$ cat src/rtl/rhpg_pkg.sv
// ----------------------------------------------------------------------------
// rhpg_pkg
// Shared constants, payload types and the sine table of the radial hand
// point generator.
// ----------------------------------------------------------------------------
package rhpg_pkg;

  localparam int RADIUS_BITS    = 8;
  localparam int TRIG_FRAC_BITS = 15;

  // Field widths of the stream payload
  localparam int AngleW  = 9;
  localparam int RadInW  = 8;
  localparam int OffW    = 9;
  localparam int IndexW  = 8;
  localparam int InDataW  = 24;
  localparam int OutDataW = 32;

  // Derived arithmetic widths
  localparam int TrigW   = TRIG_FRAC_BITS + 1;
  localparam int ProdW   = RADIUS_BITS + TrigW;
  localparam int MagW    = RADIUS_BITS + 1;
  localparam int TrigUp   = (TRIG_FRAC_BITS > 15) ? TRIG_FRAC_BITS - 15 : 0;
  localparam int TrigDown = (TRIG_FRAC_BITS < 15) ? 15 - TRIG_FRAC_BITS : 0;
  localparam int TrigHalf = (TrigDown > 0) ? (1 << (TrigDown - 1)) : 0;

  localparam logic [AngleW-1:0] FullTurn = AngleW'(360);
  localparam logic [AngleW-1:0] HalfTurn = AngleW'(180);
  localparam logic [AngleW-1:0] HalfMax  = AngleW'(179);
  localparam logic [7:0]        QuarterTurn = 8'd90;
  localparam logic [OffW-2:0]   OffMax   = '1;

  // round(sin(d) * 32768), d = 0..90
  localparam logic [15:0] SinQ15 [0:90] = '{
    16'd0,     16'd572,   16'd1144,  16'd1715,  16'd2286,
    16'd2856,  16'd3425,  16'd3993,  16'd4560,  16'd5126,
    16'd5690,  16'd6252,  16'd6813,  16'd7371,  16'd7927,
    16'd8481,  16'd9032,  16'd9580,  16'd10126, 16'd10668,
    16'd11207, 16'd11743, 16'd12275, 16'd12803, 16'd13328,
    16'd13848, 16'd14365, 16'd14876, 16'd15384, 16'd15886,
    16'd16384, 16'd16877, 16'd17364, 16'd17847, 16'd18324,
    16'd18795, 16'd19261, 16'd19720, 16'd20174, 16'd20622,
    16'd21063, 16'd21498, 16'd21926, 16'd22348, 16'd22763,
    16'd23170, 16'd23571, 16'd23965, 16'd24351, 16'd24730,
    16'd25102, 16'd25466, 16'd25822, 16'd26170, 16'd26510,
    16'd26842, 16'd27166, 16'd27482, 16'd27789, 16'd28088,
    16'd28378, 16'd28660, 16'd28932, 16'd29197, 16'd29452,
    16'd29698, 16'd29935, 16'd30163, 16'd30382, 16'd30592,
    16'd30792, 16'd30983, 16'd31164, 16'd31336, 16'd31499,
    16'd31651, 16'd31795, 16'd31928, 16'd32052, 16'd32166,
    16'd32270, 16'd32365, 16'd32449, 16'd32524, 16'd32588,
    16'd32643, 16'd32688, 16'd32723, 16'd32748, 16'd32763,
    16'd32768
  };

  typedef struct packed {
    logic [AngleW-1:0] angle;
    logic [RadInW-1:0] radius;
    logic              first_step;
    logic              last_step;
  } step_t;

  typedef struct packed {
    logic signed [OffW-1:0] x_offset;
    logic signed [OffW-1:0] y_offset;
    logic                   point_valid;
    logic [IndexW-1:0]      point_index;
    logic                   is_last;
  } point_t;

  // Table magnitude at TRIG_FRAC_BITS fraction bits; degrees above 90 clamp.
  function automatic logic [TrigW-1:0] trig_mag(input logic [7:0] deg);
    logic [6:0]  d;
    logic [31:0] t;
    d = (deg > QuarterTurn) ? 7'd90 : deg[6:0];
    t = {16'd0, SinQ15[d]};
    if (TrigDown > 0) begin
      t = (t + 32'(TrigHalf)) >> TrigDown;
    end else begin
      t = t << TrigUp;
    end
    return t[TrigW-1:0];
  endfunction

endpackage

$ cat src/rtl/radial_hand_point_generator.sv
// ----------------------------------------------------------------------------
// radial_hand_point_generator
// Turns a hand angle and radius steps into signed pixel offsets, dropping
// points that repeat the last emitted one.
// ----------------------------------------------------------------------------
// An accepted request goes to the input register, its result to the output one.
// Throughput: 1 request per cycle unless the master side stalls; the table
// lookup, one multiply per axis and the compare with the stored point sit
// between the input and result register. Reset: asynchronous, active low;
// clears valid flags, the stored point and the emitted count.
module radial_hand_point_generator (
  input  logic        clk_i,
  input  logic        rst_ni,
  input  logic        s_axis_tvalid,
  output logic        s_axis_tready,
  input  logic [23:0] s_axis_tdata,   // angle[8:0], radius[16:9], zero fill
  input  logic        s_axis_tuser,   // first_step
  input  logic        s_axis_tlast,   // last_step
  output logic        m_axis_tvalid,
  input  logic        m_axis_tready,
  output logic [31:0] m_axis_tdata,   // x_offset[8:0], y_offset[17:9],
                                      // point_index[25:18], zero fill
  output logic        m_axis_tuser,   // point_valid
  output logic        m_axis_tlast    // is_last
);

  localparam int OffW = rhpg_pkg::OffW;
  localparam int MagW = rhpg_pkg::MagW;

  logic                  in_vld_q;
  rhpg_pkg::step_t       in_q;
  logic                  out_vld_q;
  rhpg_pkg::point_t      out_q, out_d;
  logic signed [OffW-1:0] prev_x_q, prev_y_q;
  logic [rhpg_pkg::IndexW-1:0] count_q;
  logic                  advance;

  assign advance       = in_vld_q && (!out_vld_q || m_axis_tready);
  assign s_axis_tready = !in_vld_q || advance;

  // Angle fold and trig lookup
  logic [rhpg_pkg::AngleW-1:0]      a_red;
  logic                             neg;
  logic [7:0]                       g, cdeg;
  logic [rhpg_pkg::TrigW-1:0]       smag, cmag;
  logic [rhpg_pkg::RADIUS_BITS-1:0] r;
  logic [rhpg_pkg::ProdW-1:0]       xprod, yprod;
  logic [MagW-1:0]                  xm, ym;
  logic [OffW-2:0]                  xs, ys;
  logic                             yneg, axis, emit;
  logic signed [OffW-1:0]           x, y;
  logic [rhpg_pkg::IndexW-1:0]      idx;

  always_comb begin
    a_red = (in_q.angle >= rhpg_pkg::FullTurn) ? in_q.angle - rhpg_pkg::FullTurn
                                               : in_q.angle;
    neg   = a_red > rhpg_pkg::HalfMax;
    g     = neg ? 8'(a_red - rhpg_pkg::HalfTurn) : 8'(a_red);
    cdeg  = (g < rhpg_pkg::QuarterTurn) ? rhpg_pkg::QuarterTurn - g
                                        : g - rhpg_pkg::QuarterTurn;
    smag  = rhpg_pkg::trig_mag(g);
    cmag  = rhpg_pkg::trig_mag(cdeg);
    r     = rhpg_pkg::RADIUS_BITS'({{(rhpg_pkg::RADIUS_BITS){1'b0}}, in_q.radius});
    xprod = rhpg_pkg::ProdW'(r) * rhpg_pkg::ProdW'(smag);
    yprod = rhpg_pkg::ProdW'(r) * rhpg_pkg::ProdW'(cmag);
    xm    = MagW'(xprod >> rhpg_pkg::TRIG_FRAC_BITS);
    ym    = MagW'(yprod >> rhpg_pkg::TRIG_FRAC_BITS);
    // saturate magnitude, then apply sign (limits are symmetric)
    xs    = (xm > MagW'(rhpg_pkg::OffMax)) ? rhpg_pkg::OffMax : xm[OffW-2:0];
    ys    = (ym > MagW'(rhpg_pkg::OffMax)) ? rhpg_pkg::OffMax : ym[OffW-2:0];
    yneg  = (g < rhpg_pkg::QuarterTurn) ^ neg;
    x     = neg  ? -$signed({1'b0, xs}) : $signed({1'b0, xs});
    y     = yneg ? -$signed({1'b0, ys}) : $signed({1'b0, ys});
    // axis points are always emitted
    axis  = (g == rhpg_pkg::QuarterTurn) || (g == 8'd0);
    emit  = axis || in_q.first_step || (x != prev_x_q) || (y != prev_y_q);
    idx   = in_q.first_step ? '0 : count_q;

    out_d.x_offset    = x;
    out_d.y_offset    = y;
    out_d.point_valid = emit;
    out_d.point_index = emit ? idx : '0;
    out_d.is_last     = in_q.last_step;
  end

  always_ff @(posedge clk_i or negedge rst_ni) begin
    if (!rst_ni) begin
      in_vld_q  <= 1'b0;
      out_vld_q <= 1'b0;
      prev_x_q  <= '0;
      prev_y_q  <= '0;
      count_q   <= '0;
    end else begin
      if (s_axis_tready) begin
        in_vld_q <= s_axis_tvalid;
      end
      if (advance) begin
        out_vld_q <= 1'b1;
        if (emit) begin
          prev_x_q <= x;
          prev_y_q <= y;
          count_q  <= idx + 1'b1;
        end
      end else if (m_axis_tready) begin
        out_vld_q <= 1'b0;
      end
    end
  end

  // Payload registers: load on handshake, hold otherwise
  always_ff @(posedge clk_i) begin
    if (s_axis_tready && s_axis_tvalid) begin
      in_q.angle      <= s_axis_tdata[8:0];
      in_q.radius     <= s_axis_tdata[16:9];
      in_q.first_step <= s_axis_tuser;
      in_q.last_step  <= s_axis_tlast;
    end
    if (advance) begin
      out_q <= out_d;
    end
  end

  assign m_axis_tvalid = out_vld_q;
  assign m_axis_tdata  = {6'd0, out_q.point_index, out_q.y_offset, out_q.x_offset};
  assign m_axis_tuser  = out_q.point_valid;
  assign m_axis_tlast  = out_q.is_last;

endmodule

$ cat config.mk
export PLATFORM = sky130hd
export DESIGN_NAME = radial_hand_point_generator
export DESIGN_NICKNAME = d
export VERILOG_FILES = /design/src/rtl/rhpg_pkg.sv /design/src/rtl/radial_hand_point_generator.sv
export SDC_FILE = /design/constraint.sdc
export NUM_CORES = 1
export LEC_CHECK = 0
export BUFFER_PORTS_ARGS = -buffer_cell sky130_fd_sc_hd__buf_2
export CAP_MARGIN = 10
export CORE_MARGIN = 1.5
export CORE_UTILIZATION = 55
export CTS_CLUSTER_DIAMETER = 50
export DETAILED_ROUTE_END_ITERATION = 6
export PLACE_DENSITY_LB_ADDON = 0.1
export SKIP_LAST_GASP = 1
export SYNTH_ARGS = -nofsm -noshare
export SYNTH_HDL_FRONTEND = slang
export SYNTH_SLANG_ARGS = --single-unit
$ cat constraint.sdc
create_clock -name clk_i -period 16.1 [get_ports clk_i]
set_clock_uncertainty 0.05 [all_clocks]
set_input_delay 4.025 -clock clk_i [delete_from_list [all_inputs] [get_ports clk_i]]
set_output_delay 4.025 -clock clk_i [all_outputs]
set_load 0.05 [all_outputs]
==> metrics.md <==
| Metric | Value |
|---|---|
| # hold bufs at CTS | 0 |
| Vias in the first global route | 17671 |
| Crit path from | in_q[14]$_DFFE_PP_ |
| Vias per std cell | 6.54 |
| CTS H-tree depth | 3 |
| CTS Root Cell | clkbuf_16 |
| Vias after detailed routing | 18063 |
| CTS max path bufs | 2 |
| Largest net degree at the start of global routing | 34 |
| Die height | 183 um |
| Routed WL | 57500 um |
| Commonest cells after routing, fill and taps aside | 341 x nand2_1, 202 x inv_1, 166 x fa_1, 159 x nor2_1, 147 x a21oi_1 |
| Crit path buf inv count | 6 |
| Slowest library cell on the worst path | or4b_4 |
| # DRC | 0 |
| CP arrival | 15.49 ns |
| Share of post-route cells with drive strength above 1 | 8.77% |
| CP endpoint | prev_y_q[1]$_DFFE_PN0P_ |
| CP top delay family | simple AND/OR/NAND/NOR gates |
| Final number of setup-violating endpoints | 0 |
| Area growth, synth to finish | 5.42% |
| CTS tree | yes |
| Antenna fix cells | 0 |
| PortBufs | 52 |
| Asr flop ratio synth | 37.3% |
| GRT overflow | 0 |
| Run status | completed |
| RSZ-0062 raised after global routing | no |
| Critical Path Stages | 48 |
| Crit-path max FO | 23 |
| Placed cell areas | 0.0186 mm^2 |
| CP max stage delay | 0.69 ns |
| Final Wtd Congestion | 1.02 |
| Critical path class | reg2reg |
| Fin. Hold Viols | 0 |
| Data required, critical path | 16.30 ns |
| Clock transition at the registers of the reported paths | 0.07 ns |
| Initial Util | 56.3% |
| Slew HR | 38.0% |
| Max-cap viol count | 0 |
| DP HPWL | 42900 um |
| Drt pass-1 iters | 5 |
| Design area | 0.0189 mm^2 |
| Sink Count | 75 |
| Worst Reg-to-Reg Cells | 48 |
| Place WS | 0.713 ns |
| R2R setup slack | 0.82 ns |
| Sequential fraction of the synthesis area | 11.8% |
| Fin. max-slew vios | 0 |
| Core Region | 0.0318 mm^2 |
| CTS Buf Count | 9 |
| Worst min-delay path category | reg2reg |
| Yosys reg bits | 75 |
| Antenna violations before repair | 0 |
| DRT iter0 DRCs | 1947 |
| Num ports | 66 |
| Yosys warns | 0 |
| Top_reg_cell synth | edfxtp_1 |
| Worst Tran Pin Value | 0.923 ns |
| RR Endpoint | prev_y_q[1]$_DFFE_PN0P_ |
| Die span in x | 183 um |
| Startpoint Class | register |
| Final worst path period share | 94.9% |
| Synth cell types | 113 |
| Critical R2R Launch | in_q[14]$_DFFE_PP_ |
| Synthesized area | 0.0179 mm^2 |
| Setup tns final | 0 ns |
| Die ar. | 0.0337 mm^2 |
| GRT Util Overall | 35.2% |
| Post-DRT Antenna Nets | 0 |
| Tmin final | 15.28 ns |
| Commonest non-fill, non-tap cell in the layout | nand2_1 |
| # fillers | 3005 |
| Final net count | 2631 |
| CP Capture Type | register |
| Fmax | 65.4 MHz |
| Synth Area per Inst | 7.66 um^2 |
| Number of synthesized flops with an enable pin | 47 |
| Site row count | 65 |
| Synth Instances | 2337 |
| Clk Latency, worst-skew pair | 0.38 ns |
| First-pass GRT wire length | 94500 um |
| Drt wl/cell | 20.8 um |
| Setup WS post-layout | 0.815 ns |
-- stage by stage --
step	instances	util (%)	hold slack, ns
2_1_floorplan	2342	-	0.350
3_3_place_gp	2745	58.4	0.357
3_5_place_dp	2745	58.4	0.355
4_1_cts	2761	59.3	0.371
5_1_grt	2762	59.4	0.375
6_report	2762	59.4	0.370
-- state kept, by name, indices dropped and copies added (netlist names) --
signal / count
count_q: 8
in_q: 11
in_vld_q: 1
m_axis_tdata: 26
m_axis_tlast: 1
m_axis_tuser: 1
m_axis_tvalid: 1
prev_x_q: 9
prev_y_q: 9
r: 8
-- routing by layer --
layer | global-route usage, % | share of wire, % | routed length (um)
met1 | 48.4 | 42 | 24400
met2 | 55.2 | 45 | 25900
met3 | 6.89 | 9.7 | 5600
met4 | 12.1 | 2.9 | 1660
met5 | 0 | 0 | 0
-- cell families after synthesis --
logic type,after synthesis,share of synthesized area [%]
flops,75,11.8
other cells,1,0.0209
buf+inv,348,7.75
compound gates,659,25.6
simple gates,903,24.4
mux,36,2.19
xor+xnor,36,1.87
fa+ha+maj,279,26.4
-- final cells by class --
| cell class | instances | area [um^2] | share of cell area [%] |
|---|---|---|---|
| clock inverter | 6 | 47.5 | 0.252 |
| timing repair buffer | 113 | 718 | 3.80 |
| clock buffer | 10 | 229 | 1.21 |
| sequential | 75 | 2110 | 11.2 |
| tap | 435 | 544 | 2.88 |
| inverter | 204 | 767 | 4.06 |
| multi-input combinational | 1919 | 14500 | 76.6 |
-- cells in the mapped netlist (8+ instances only) --
cell / count / area share, %
nand3_1: 50 / 1.4
buf_1: 11 / 0.23
a21o_1: 35 / 1.5
a31oi_1: 31 / 1.1
or2_2: 11 / 0.38
o31ai_1: 18 / 0.75
a22oi_1: 8 / 0.34
clkbuf_1: 103 / 2.2
nor4_1: 14 / 0.49
and2_1: 118 / 4.1
buf_4: 9 / 0.38
o21a_1: 13 / 0.54
a211o_1: 8 / 0.39
mux2_1: 16 / 1.0
nor2_1: 159 / 3.3
xor2_1: 12 / 0.59
inv_1: 202 / 4.2
o21bai_1: 12 / 0.50
a311oi_1: 10 / 0.49
dfrtp_1: 28 / 3.9
nor3_1: 65 / 1.8
o21ai_1: 17 / 0.48
nand2b_1: 26 / 0.91
fa_1: 166 / 19
a21oi_1: 148 / 4.1
o211ai_1: 35 / 1.5
o22ai_1: 24 / 0.84
o221ai_1: 8 / 0.39
o21ai_0: 119 / 3.3
a221o_1: 8 / 0.45
a221oi_1: 12 / 0.59
a211oi_1: 40 / 1.7
nor2b_1: 17 / 0.59
buf_2: 17 / 0.48
or3_1: 15 / 0.52
nand2_1: 342 / 7.2
mux2i_1: 13 / 0.73
ha_1: 113 / 7.9
xnor2_1: 23 / 1.1
and3_1: 27 / 0.94
edfxtp_1: 47 / 7.9
nand4_1: 21 / 0.73
-- worst min-delay path by stage --
stage | depth (start not counted) | endpoint | slack [ns] | from
finish | 0 | m_axis_tlast$_DFFE_PP_ | 0.37 | in_q[0]$_DFFE_PP_
CTS | 0 | m_axis_tlast$_DFFE_PP_ | 0.37 | in_q[0]$_DFFE_PP_
global placement | 0 | m_axis_tlast$_DFFE_PP_ | 0.36 | in_q[0]$_DFFE_PP_
detailed placement | 0 | m_axis_tlast$_DFFE_PP_ | 0.35 | in_q[0]$_DFFE_PP_
global route | 0 | m_axis_tlast$_DFFE_PP_ | 0.37 | in_q[0]$_DFFE_PP_
floorplan | 0 | m_axis_tlast$_DFFE_PP_ | 0.35 | in_q[0]$_DFFE_PP_
-- timing repair --
item,in CTS,in global routing
endpoints found under the setup margin,0,32
setup buffers,0,1
resized for setup,0,8
Power is not shown: default switching activity piles up to over one toggle a cycle in this logic, so the estimate is an artifact.
